## src/design/ofsp_pkg.sv

```systemverilog
// Shared types and constants for the object file section parser.
package ofsp_pkg;

	typedef enum logic [6:0] {
		PH_HDR0 = 7'b0000001,
		PH_HDR1 = 7'b0000010,
		PH_ADR0 = 7'b0000100,
		PH_ADR1 = 7'b0001000,
		PH_LENH = 7'b0010000,
		PH_LENL = 7'b0100000,
		PH_BODY = 7'b1000000
	} phase_t;

	typedef enum logic [1:0] {
		KIND_SYM  = 2'd0,
		KIND_CODE = 2'd1,
		KIND_DATA = 2'd2,
		KIND_UNK  = 2'd3
	} section_kind_t;

	typedef enum logic [1:0] {
		EV_SYMBOL_CHAR  = 2'd0,
		EV_EMPTY_SYMBOL = 2'd1,
		EV_UNKNOWN_HDR  = 2'd2,
		EV_SUMMARY      = 2'd3
	} event_kind_t;

	localparam logic [7:0] HDR_SYM_0  = 8'hC3;
	localparam logic [7:0] HDR_SYM_1  = 8'hB7;
	localparam logic [7:0] HDR_CODE_0 = 8'hCA;
	localparam logic [7:0] HDR_CODE_1 = 8'hDE;
	localparam logic [7:0] HDR_DATA_0 = 8'hDA;
	localparam logic [7:0] HDR_DATA_1 = 8'hDA;

	localparam int REM_WIDTH = 17;

	typedef struct packed {
		logic          emit;
		event_kind_t   kind;
		logic [7:0]    ch;
		logic          last;
	} event_t;

	typedef struct packed {
		logic          inc;
		section_kind_t kind;
		logic          clear;
	} count_req_t;

endpackage

```

## src/design/ofsp_parse.sv

```systemverilog
// Section phase tracker: decodes headers and lengths and raises events.
module ofsp_parse (
	input  logic                clk,
	input  logic                arst_n,
	input  logic                step,
	input  logic [7:0]          data_byte,
	input  logic                end_of_stream,
	output ofsp_pkg::event_t     ev,
	output ofsp_pkg::count_req_t creq
);
	import ofsp_pkg::*;

	phase_t                 phase_q, phase_d;
	logic [7:0]             first_q, first_d;
	section_kind_t          kind_q, kind_d;
	logic [7:0]             lenh_q, lenh_d;
	logic [REM_WIDTH-1:0]   rem_q, rem_d;
	logic [15:0]            n;
	logic [REM_WIDTH-1:0]   rem_dec;

	assign n       = {lenh_q, data_byte};
	assign rem_dec = rem_q - REM_WIDTH'(rem_q != '0);

	always_comb begin
		phase_d    = phase_q;
		first_d    = first_q;
		kind_d     = kind_q;
		lenh_d     = lenh_q;
		rem_d      = rem_q;
		ev         = '0;
		ev.kind    = EV_SYMBOL_CHAR;
		creq       = '0;
		creq.kind  = kind_q;
		if (end_of_stream) begin
			ev.emit    = 1'b1;
			ev.kind    = EV_SUMMARY;
			creq.clear = 1'b1;
			phase_d    = PH_HDR0;
			first_d    = '0;
			kind_d     = KIND_SYM;
			lenh_d     = '0;
			rem_d      = '0;
		end else begin
			unique case (phase_q)
				PH_HDR0: begin
					first_d = data_byte;
					phase_d = PH_HDR1;
				end
				PH_HDR1: begin
					priority if (first_q == HDR_SYM_0 && data_byte == HDR_SYM_1)
						kind_d = KIND_SYM;
					else if (first_q == HDR_CODE_0 && data_byte == HDR_CODE_1)
						kind_d = KIND_CODE;
					else if (first_q == HDR_DATA_0 && data_byte == HDR_DATA_1)
						kind_d = KIND_DATA;
					else
						kind_d = KIND_UNK;
					phase_d = PH_ADR0;
				end
				PH_ADR0: phase_d = PH_ADR1;
				PH_ADR1: phase_d = PH_LENH;
				PH_LENH: begin
					lenh_d  = data_byte;
					phase_d = PH_LENL;
				end
				PH_LENL: begin
					if (kind_q == KIND_SYM)
						rem_d = {1'b0, n};
					else
						rem_d = {n, 1'b0};
					if (n == '0) begin
						creq.inc = 1'b1;
						phase_d  = PH_HDR0;
					end else begin
						phase_d  = PH_BODY;
					end
					if (kind_q == KIND_SYM && n == '0) begin
						ev.emit = 1'b1;
						ev.kind = EV_EMPTY_SYMBOL;
					end else if (kind_q == KIND_UNK) begin
						ev.emit = 1'b1;
						ev.kind = EV_UNKNOWN_HDR;
					end
				end
				PH_BODY: begin
					rem_d = rem_dec;
					if (rem_dec == '0) begin
						creq.inc = 1'b1;
						phase_d  = PH_HDR0;
					end
					if (kind_q == KIND_SYM) begin
						ev.emit = 1'b1;
						ev.kind = EV_SYMBOL_CHAR;
						ev.ch   = data_byte;
						ev.last = (rem_dec == '0);
					end
				end
				default: phase_d = PH_HDR0;
			endcase
		end
		if (!step)
			creq = '0;
	end

	always_ff @(posedge clk or negedge arst_n) begin
		if (!arst_n) begin
			phase_q <= PH_HDR0;
			first_q <= '0;
			kind_q  <= KIND_SYM;
			lenh_q  <= '0;
			rem_q   <= '0;
		end else if (step) begin
			phase_q <= phase_d;
			first_q <= first_d;
			kind_q  <= kind_d;
			lenh_q  <= lenh_d;
			rem_q   <= rem_d;
		end
	end

endmodule

```

## src/design/ofsp_counters.sv

```systemverilog
// Saturating section counters for code, data and symbol sections.
module ofsp_counters #(
	parameter int COUNT_WIDTH = 16
) (
	input  logic                   clk,
	input  logic                   arst_n,
	input  ofsp_pkg::count_req_t   creq,
	output logic [COUNT_WIDTH-1:0] code_cnt,
	output logic [COUNT_WIDTH-1:0] data_cnt,
	output logic [COUNT_WIDTH-1:0] sym_cnt
);
	import ofsp_pkg::*;

	logic [COUNT_WIDTH-1:0] code_q, data_q, sym_q;

	always_ff @(posedge clk or negedge arst_n) begin
		if (!arst_n) begin
			code_q <= '0;
			data_q <= '0;
			sym_q  <= '0;
		end else if (creq.clear) begin
			code_q <= '0;
			data_q <= '0;
			sym_q  <= '0;
		end else if (creq.inc) begin
			unique case (creq.kind)
				KIND_SYM:  if (sym_q != '1) sym_q <= sym_q + COUNT_WIDTH'(1);
				KIND_CODE: if (code_q != '1) code_q <= code_q + COUNT_WIDTH'(1);
				KIND_DATA: if (data_q != '1) data_q <= data_q + COUNT_WIDTH'(1);
				default: ;
			endcase
		end
	end

	assign code_cnt = code_q;
	assign data_cnt = data_q;
	assign sym_cnt  = sym_q;

endmodule

```

## src/design/object_file_section_parser_core.sv

```systemverilog
// Object file section parser: takes one file byte per transfer and reports
// symbol characters, empty symbols, unknown headers and a summary of counts.
// The input channel (data_valid, data_ready) carries one byte or an
// end-of-stream mark per transfer; the result channel (result_valid,
// result_ready) carries at most one event per input byte.
// Each byte is held in an input register while the section phase logic
// works on it, and its event is registered in the result register when the
// byte leaves the input register.
// With result_ready held high one byte is taken every cycle.
// When the receiver stalls, the input register still takes one byte; bytes
// that raise no event keep flowing, and data_ready drops only when a byte
// that raises an event meets a full result register.
// An end-of-stream transfer gives the summary of saturating counts and
// returns the parser to its start state.
// Reset clears the phase, the counters and both valid flags at once.
module object_file_section_parser_core #(
	parameter int COUNT_WIDTH = 16
) (
	input  logic        clk,
	input  logic        arst_n,
	input  logic        data_valid,
	output logic        data_ready,
	input  logic [7:0]  data_byte,
	input  logic        end_of_stream,
	output logic        result_valid,
	input  logic        result_ready,
	output logic [1:0]  event_kind,
	output logic [7:0]  symbol_char,
	output logic        string_end,
	output logic [15:0] code_sections,
	output logic [15:0] data_sections,
	output logic [15:0] symbol_sections
);
	import ofsp_pkg::*;

	logic                   valid_s1;
	logic [7:0]             byte_s1;
	logic                   eos_s1;
	logic                   advance;
	event_t                 ev;
	count_req_t             creq;
	logic [COUNT_WIDTH-1:0] code_cnt, data_cnt, sym_cnt;
	logic [COUNT_WIDTH+15:0] code_ext, data_ext, sym_ext;
	logic                   is_summary;

	assign advance    = valid_s1 && (!result_valid || result_ready || !ev.emit);
	assign data_ready = !valid_s1 || advance;

	always_ff @(posedge clk or negedge arst_n) begin
		if (!arst_n) begin
			valid_s1 <= 1'b0;
		end else if (data_valid && data_ready) begin
			valid_s1 <= 1'b1;
		end else if (advance) begin
			valid_s1 <= 1'b0;
		end
	end

	always_ff @(posedge clk) begin
		if (data_valid && data_ready) begin
			byte_s1 <= data_byte;
			eos_s1  <= end_of_stream;
		end
	end

	ofsp_parse u_parse (
		.clk           (clk),
		.arst_n        (arst_n),
		.step          (advance),
		.data_byte     (byte_s1),
		.end_of_stream (eos_s1),
		.ev            (ev),
		.creq          (creq)
	);

	ofsp_counters #(
		.COUNT_WIDTH (COUNT_WIDTH)
	) u_counters (
		.clk      (clk),
		.arst_n   (arst_n),
		.creq     (creq),
		.code_cnt (code_cnt),
		.data_cnt (data_cnt),
		.sym_cnt  (sym_cnt)
	);

	assign code_ext   = {16'b0, code_cnt};
	assign data_ext   = {16'b0, data_cnt};
	assign sym_ext    = {16'b0, sym_cnt};
	assign is_summary = (ev.kind == EV_SUMMARY);

	always_ff @(posedge clk or negedge arst_n) begin
		if (!arst_n) begin
			result_valid <= 1'b0;
		end else if (advance && ev.emit) begin
			result_valid <= 1'b1;
		end else if (result_ready) begin
			result_valid <= 1'b0;
		end
	end

	always_ff @(posedge clk) begin
		if (advance && ev.emit) begin
			event_kind      <= ev.kind;
			symbol_char     <= ev.ch;
			string_end      <= ev.last;
			code_sections   <= is_summary ? code_ext[15:0] : 16'b0;
			data_sections   <= is_summary ? data_ext[15:0] : 16'b0;
			symbol_sections <= is_summary ? sym_ext[15:0] : 16'b0;
		end
	end

endmodule

```

## config.mk

```make
export PLATFORM = sky130hd
export DESIGN_NAME = object_file_section_parser_core
export DESIGN_NICKNAME = d
export VERILOG_FILES = /design/src/design/ofsp_pkg.sv /design/src/design/ofsp_parse.sv /design/src/design/ofsp_counters.sv /design/src/design/object_file_section_parser_core.sv
export SDC_FILE = /design/constraint.sdc
export NUM_CORES = 1
export LEC_CHECK = 0
export ABC_AREA = 1
export BUFFER_PORTS_ARGS = -buffer_cell sky130_fd_sc_hd__buf_4
export CAP_MARGIN = 5
export CORE_MARGIN = 2
export CORE_UTILIZATION = 55
export DETAILED_ROUTE_END_ITERATION = 10
export PLACE_DENSITY = 0.74
export RECOVER_POWER = 25
export SYNTH_ARGS = -nofsm -noshare
export SYNTH_HDL_FRONTEND = slang
export SYNTH_SLANG_ARGS = --single-unit
```

## constraint.sdc

```tcl
create_clock -name clk -period 3.3 [get_ports clk]
set_clock_uncertainty 0.1 [all_clocks]
set_input_delay 0.495 -clock clk [delete_from_list [all_inputs] [get_ports clk]]
set_output_delay 0.495 -clock clk [all_outputs]
set_load 0.01 [all_outputs]
```

# After elaboration in Yosys (flattened, before gate mapping)
# Index checks and enable logic that the tools add are counted.
[classes] n_lt_le_gt_ge=0 shift=0 n_bitwise=2 reduce_logical=40 n_div=0 eq_ne=21 n_mul=0 addsub=4 mux=43
[ops] operator="two-way mux 16 bit" count=12
[ops] operator="case mux 7 bit (7 select lines)" count=1
[ops] operator="adder 16 x 1 -> 16 bit (second input constant)" count=3
[ops] operator="== test 8 bit (second input constant)" count=6
[ops] operator="inequality test 16 bit (second input constant)" count=3
[ops] operator="two-way mux 17 bit" count=2
[ops] operator="case mux 17 bit (2 select lines)" count=1
[ops] operator="two-way mux 8 bit" count=4
[ops] operator="nonzero test 2 bit" count=12
[ops] operator="two-way mux 7 bit" count=3
[ops] operator="logical NOT 17 bit" count=1
[ops] operator="nonzero test 17 bit" count=1
[ops] operator="subtractor 17 x 1 -> 17 bit" count=1
[ops] operator="logical NOT 16 bit" count=1
[ops] operator="two-way mux 12 bit" count=1
[ops] operator="AND reduction 2 bit" count=5
[ops] operator="two-way mux 1 bit" count=9
[ops] operator="two-way mux 3 bit" count=3
[ops] operator="AND reduction 3 bit" count=3
[ops] operator="two-way mux 2 bit" count=4
[ops] operator="== test 7 x 1 -> 1 bit (second input constant)" count=1
[ops] operator="== test 7 x 2 -> 1 bit (second input constant)" count=1
[ops] operator="== test 7 x 3 -> 1 bit (second input constant)" count=1
[ops] operator="== test 7 x 4 -> 1 bit (second input constant)" count=1
[ops] operator="16 further kinds" count=30
[word_totals] inputBits=13 latchBits=0 word_cells=128 romBits=0 ramBits=0 output_inout_bits=61 register_bits=160 mem_count=0

# Depth between registers and ports, before layout
[depth] ltp_word=14 ltp_mapped=21 depth_no_buf=19

# Cells and area by module
# From an unflattened synthesis, not the netlist that was laid out.
[unflattened] hier_cells=1080 area_unflattened_um2=8742.1
[modules_own_cells] module="ofsp_counters" seq_area_each_um2=1201.2 area_per_inst_um2=3128.0 cells_each=444 instances=1
[modules_own_cells] module="ofsp_parse" seq_area_each_um2=1052.3 area_per_inst_um2=2892.8 cells_each=451 instances=1
[modules_own_cells] module="object_file_section_parser_core" seq_area_each_um2=2092.0 area_per_inst_um2=2721.4 cells_each=185 instances=1

# Worst setup path before layout
# Ideal clock, no wire load.
[synth_path] kind="register to register" startpoint="reg u_parse.phase_q[0]" endpoint="reg code_sections[0] (enable)" required_time_ns=2.787 synth_period_minus_slack_ns=3.202 stages_incl_launch_ff=14 n_path_buf=1 setup_time_ns=0.413 setup_slack_ns=0.098 arrival_time_ns=2.689 path_cell_list="dfstp_2 > nor2_4 > nand2_4 > inv_1 > nand3_1 > nand2_1 > inv_1 > nand3_2 > nand2_2 > nand2_4 > inv_6 > buf_2 > nand2_1 > inv_1"
[synth_between] elab_chain_len=7 word_cells_on_any_way=8 classes_between="eq/ne: 2; mux: 2; reduce/logical: 4"
[synth_rtl] element="start: declaration" line_no="ofsp_parse.sv:13" source="phase_t phase_q, phase_d;"
[synth_rtl] element="start signal: assignment" line_no="ofsp_parse.sv:113" source="phase_q <= phase_d;"
[synth_rtl] element="== test 7 bit / == test 7 x 6 -> 1 bit (equally long branches)" line_no="ofsp_parse.sv:44" source="unique case (phase_q)"
[synth_rtl] element="case mux 3 bit (2 select lines) (*)" line_no="ofsp_parse.sv:44"
[synth_rtl] element="two-way mux 3 bit (*)" line_no="ofsp_parse.sv:34" source="if (end_of_stream) begin"
[synth_rtl] element="logical NOT 1 bit" line_no="object_file_section_parser_core.sv:46" source="assign advance = valid_s1 && (!result_valid || result_ready || !ev.emit);"
[synth_rtl] element="logical OR 1 bit" line_no="object_file_section_parser_core.sv:46"
[synth_rtl] element="logical AND 1 bit" line_no="object_file_section_parser_core.sv:46"
[synth_rtl] element="logical AND 1 bit (*)" line_no="object_file_section_parser_core.sv:103" source="if (advance && ev.emit) begin"
[synth_rtl] element="end signal: assignment" line_no="object_file_section_parser_core.sv:107" source="code_sections <= is_summary ? code_ext[15:0] : 16'b0;"
[synth_rtl] element="end: declaration" line_no="object_file_section_parser_core.sv:30" source="output logic [15:0] code_sections,"
# Every way passes the cells marked *; elsewhere a longest branch is shown, timed or not.
# A chain may end at the register's enable or synchronous reset.

# Final worst setup path
[layout_path] startpoint="reg u_parse.rem_q[4]" endpoint="reg u_counters.sym_q[10], in the netlist u_counters.sym_cnt[10]"
[layout_between] elab_chain_len=9
[layout_rtl] element="start: declaration" line_no="ofsp_parse.sv:17" source="logic [REM_WIDTH-1:0] rem_q, rem_d;"
[layout_rtl] element="start signal: assignment" line_no="ofsp_parse.sv:117" source="rem_q <= rem_d;"
[layout_rtl] element="nonzero test 17 bit" line_no="ofsp_parse.sv:22" source="assign rem_dec = rem_q - REM_WIDTH'(rem_q != '0);"
[layout_rtl] element="subtractor 17 x 1 -> 17 bit (*)" line_no="ofsp_parse.sv:22"
[layout_rtl] element="logical NOT 17 bit (*)" line_no="ofsp_parse.sv:87" source="if (rem_dec == '0) begin"
[layout_rtl] element="two-way mux 1 bit (*)" line_no="ofsp_parse.sv:87"
[layout_rtl] element="case mux 1 bit (2 select lines) (*)" line_no="ofsp_parse.sv:44"
[layout_rtl] element="two-way mux 1 bit (*)" line_no="ofsp_parse.sv:34"
[layout_rtl] element="two-way mux 4 bit (*)" line_no="ofsp_parse.sv:101" source="if (!step)"
[layout_rtl] element="nonzero test 2 bit (no source line) (*)"
[layout_rtl] element="AND reduction 3 bit (no source line) (*)"
[layout_rtl] element="end signal: assignment" line_no="ofsp_counters.sv:27" source="KIND_SYM: if (sym_q != '1) sym_q <= sym_q + COUNT_WIDTH'(1);"
[layout_rtl] element="end: declaration" line_no="ofsp_counters.sv:14" source="logic [COUNT_WIDTH-1:0] code_q, data_q, sym_q;"
# Marked as above.

==> reports/qor.txt <==
Status: complete, but fails checks
Failing checks: max-capacitance violations, max-slew violations
Vias in the first global route: 6981
CP max stage cell: dfrtp_2
Worst Setup Start Kind: flop
Vias/cell: 5.44
Clock Latency Late Sink: 0.44 ns
Gp weighted congestion: 0.942
Largest net degree at the start of global routing: 59
Post-synthesis instance area: 8890 sq um
Initial Util: 0.562
Sw Ratio: 0.318
Pins Over Slew Limit: 59
Final ANT Viol Nets: 0
R2r endpoint: u_counters.sym_cnt[10]$_DFFE_PN0P_
Yosys reg bits: 160
Die footprint: 17200 sq um
DRT Pass-1 Iters: 7
Most common cell after layout, fill and taps aside: nand2_1
WHS Endpoint: byte_s1[6]$_DFFE_PP_
Number of port buffers: 73
Synth Net Count: 1120
Number of flops mapped to enable cells by yosys: 68
Number of nets in the layout: 1198
Max frequency: 0.312 GHz
Top cell type's share of synthesized area: 0.256
Leakage power: 5.05 nW
Synth async-reset ratio: 0.575
Critical Path Fanout Max: 8
Final min period: 3.21 ns
Worst VDD drop: 0.000366 V
R2R Setup Slk: 0.09 ns
Post-synthesis instance total: 1102
Final TNS setup: 0 ns
Routed wire length: 21.2 mm
# IOs: 74
Grt ovf: 0
Worst path max stage delay: 0.44 ns
Post-synthesis compound-gate area fraction: 0.0498
Sequential cell area fraction in the yosys report: 0.489
Internal power: 4.10 mW
Post-DP HPWL: 14.1 mm
Core Area: 15800 sq um
Net switching power: 1.91 mW
Worst-Margin Slew: 1.65 ns
Die X: 131 microns
Crit path capture type: flop
Critical R2R Launch: u_parse.rem_q[4]$_DFFE_PN0P_
Clock buffer depth: 2
Root Buffer: clkbuf_16
Synth Area in Adders: 0.00704
Yosys top cell by area: dfrtp_1
Pwr dens: 575 nW/um^2
Routed WL per cell: 15.1 microns
Critical path data arrival time: 3.44 ns
Crit path cell chain: nor2_4, nand2_4, nor4_4, nand3_1, ha_2, ha_4, xnor2_1, nand2_1, nor2_1, nand2_1, nor2_2, nand3_1, nor2_2, nand3_4, nand2_8, nand3_4, nand2_2, nand2_1
Layout cells sized above 1: 0.179
Main combinational cell family by area after synthesis: simple AND/OR/NAND/NOR gates
Most frequent cells in the layout: nand2_1 (328), inv_1 (140), nor2_1 (105), dfrtp_1 (89), buf_4 (83)
Req. time, crit path: 3.53 ns
GRT Total Usage: 0.245
Flop pwr share: 0.417
MaxCap Viol Count: 1
Warnings from Yosys: 0
Synth Area in XOR/XNOR: 0.0315
Syn Area/Cell: 8.07 sq um
Combinational fraction of design power: 0.237
# setup viols final: 0
Main synth FF type: dfrtp_1
Clock-pin slew on the worst setup and hold paths: 0.06 ns
Initial antenna violation count: 0
Min-delay src: data_byte[6]
Crit Path Category: flop to flop
Max_slew headroom: -0.0996
Pre-CTS WS: 0.145 ns
Final period util: 0.972
Hold Path Stages: 1
Rows: 46
N_diodes: 0
TritonCTS clock tree: yes
Final hold viol count: 0
Synth area leaders: dfrtp_1 (26%), edfxtp_1 (23%), nand2_1 (14%)
Via count: 7672
R2R cell count: 18
H-tree Lvls: 4
Tightest Hold Check Type: primary input to flop
First-pass GRT wire length: 34.1 mm
TritonCTS buffer count: 17
Die Y: 131 microns
DRC violations left: 0
Initial DRC count: 859
Post-synth cell types: 50
Clock share of power: 0.346
Sink Count: 160
WHS: 0.153 ns
Simple-Gate Fraction of Synth Area: 0.328
Hold buffers post-CTS: 0
Final worst setup slack: 0.0916 ns
Most used cell, CP: nand2_1
Mux contribution to synthesized area: 0.00338
Synth-to-Final Area Change: 17.6%
## area by class of cell
class                      instances  area (sq um)
clock buffer                      22           454
inverter                         145           549
fill                            1325          5370
clock inverter                    10           161
tap                              216           270
sequential                       160          4350
timing repair buffer             100           764
multi-input combinational        756          3910
## stage by stage
step	std cells	total power [mW]	instance area, sq um	utilization
detailed placement	1365	3.81	9600	0.607
finish	1409	6.01	10500	0.660
floorplan	1102	3.42	8890	-
global placement	1365	3.79	9600	0.607
global route	1409	6.30	10500	0.660
CTS	1397	5.89	10200	0.646
## routing by layer
layer	GRT usage	part of all wire
met5	0	0
met3	0.0390	0.061
met4	0.0888	0.023
met1	0.332	0.43
met2	0.404	0.48
## cells by family (layout without fill, tap and decap cells)
logic type	Yosys count	count (layout)
flops	160	160
buf+inv	190	277
compound gates	71	71
mux	3	3
simple gates	641	645
xor+xnor	32	32
fa+ha+maj	5	5
## power groups by stage
stage               Combinational [mW]  Sequential [mW]  Clock, mW
floorplan                        0.934             2.49          0
global placement                  1.27             2.52          0
detailed placement                1.28             2.53          0
CTS                               1.30             2.49       2.10
global route                      1.59             2.53       2.18
finish                            1.43             2.51       2.08
## registers in the layout, summed over array words and instances, names as in the netlist, 2 cells and up
signal,flops
code_sections,16
u_counters.code_cnt,16
u_parse.first_q,8
u_counters.sym_cnt,16
symbol_sections,16
u_parse.rem_q,17
event_kind,2
byte_s1,8
data_sections,16
u_counters.data_cnt,16
symbol_char,8
u_parse.lenh_q,8
u_parse.kind_q,2
u_parse.phase_q,7
## cell usage after synthesis (all sizes together) (5+ instances only)
cell type  count
buf           24
or2           11
edfxtp        68
dfrtp         91
nor4          11
nand4         62
inv          144
nor3          12
nor2         132
clkbuf        21
o22ai          8
nand3         62
xor2          27
xnor2          5
o21ai         50
nand2        347
ha             5
## worst max-delay path by stage
stage	from	endpoint	slack [ns]
floorplan	u_parse.phase_q[0]$_DFFE_PN1P_	code_sections[0]$_SDFFCE_PP0P_	0.1
global placement	u_parse.rem_q[2]$_DFFE_PN0P_	u_counters.code_cnt[6]$_DFFE_PN0P_	0.20
detailed placement	u_parse.rem_q[2]$_DFFE_PN0P_	u_counters.sym_cnt[8]$_DFFE_PN0P_	0.15
CTS	u_parse.rem_q[2]$_DFFE_PN0P_	u_counters.code_cnt[1]$_DFFE_PN0P_	0.08
global route	u_parse.rem_q[4]$_DFFE_PN0P_	u_counters.sym_cnt[10]$_DFFE_PN0P_	-0.06
finish	u_parse.rem_q[4]$_DFFE_PN0P_	u_counters.sym_cnt[10]$_DFFE_PN0P_	0.09
## timing repair
action,CTS,global route
setup endpoints to repair,0,55
resized for setup,0,37
buffers inserted,0,8
## critical path, delay by kind of cell (launching register included)
family,cells,cell delay (ns)
simple gates,15,1.94
fa+ha+maj,2,0.38
xor+xnor,1,0.23
flops,1,0.44
No activity file was read; power rests on OpenSTA's default activity.
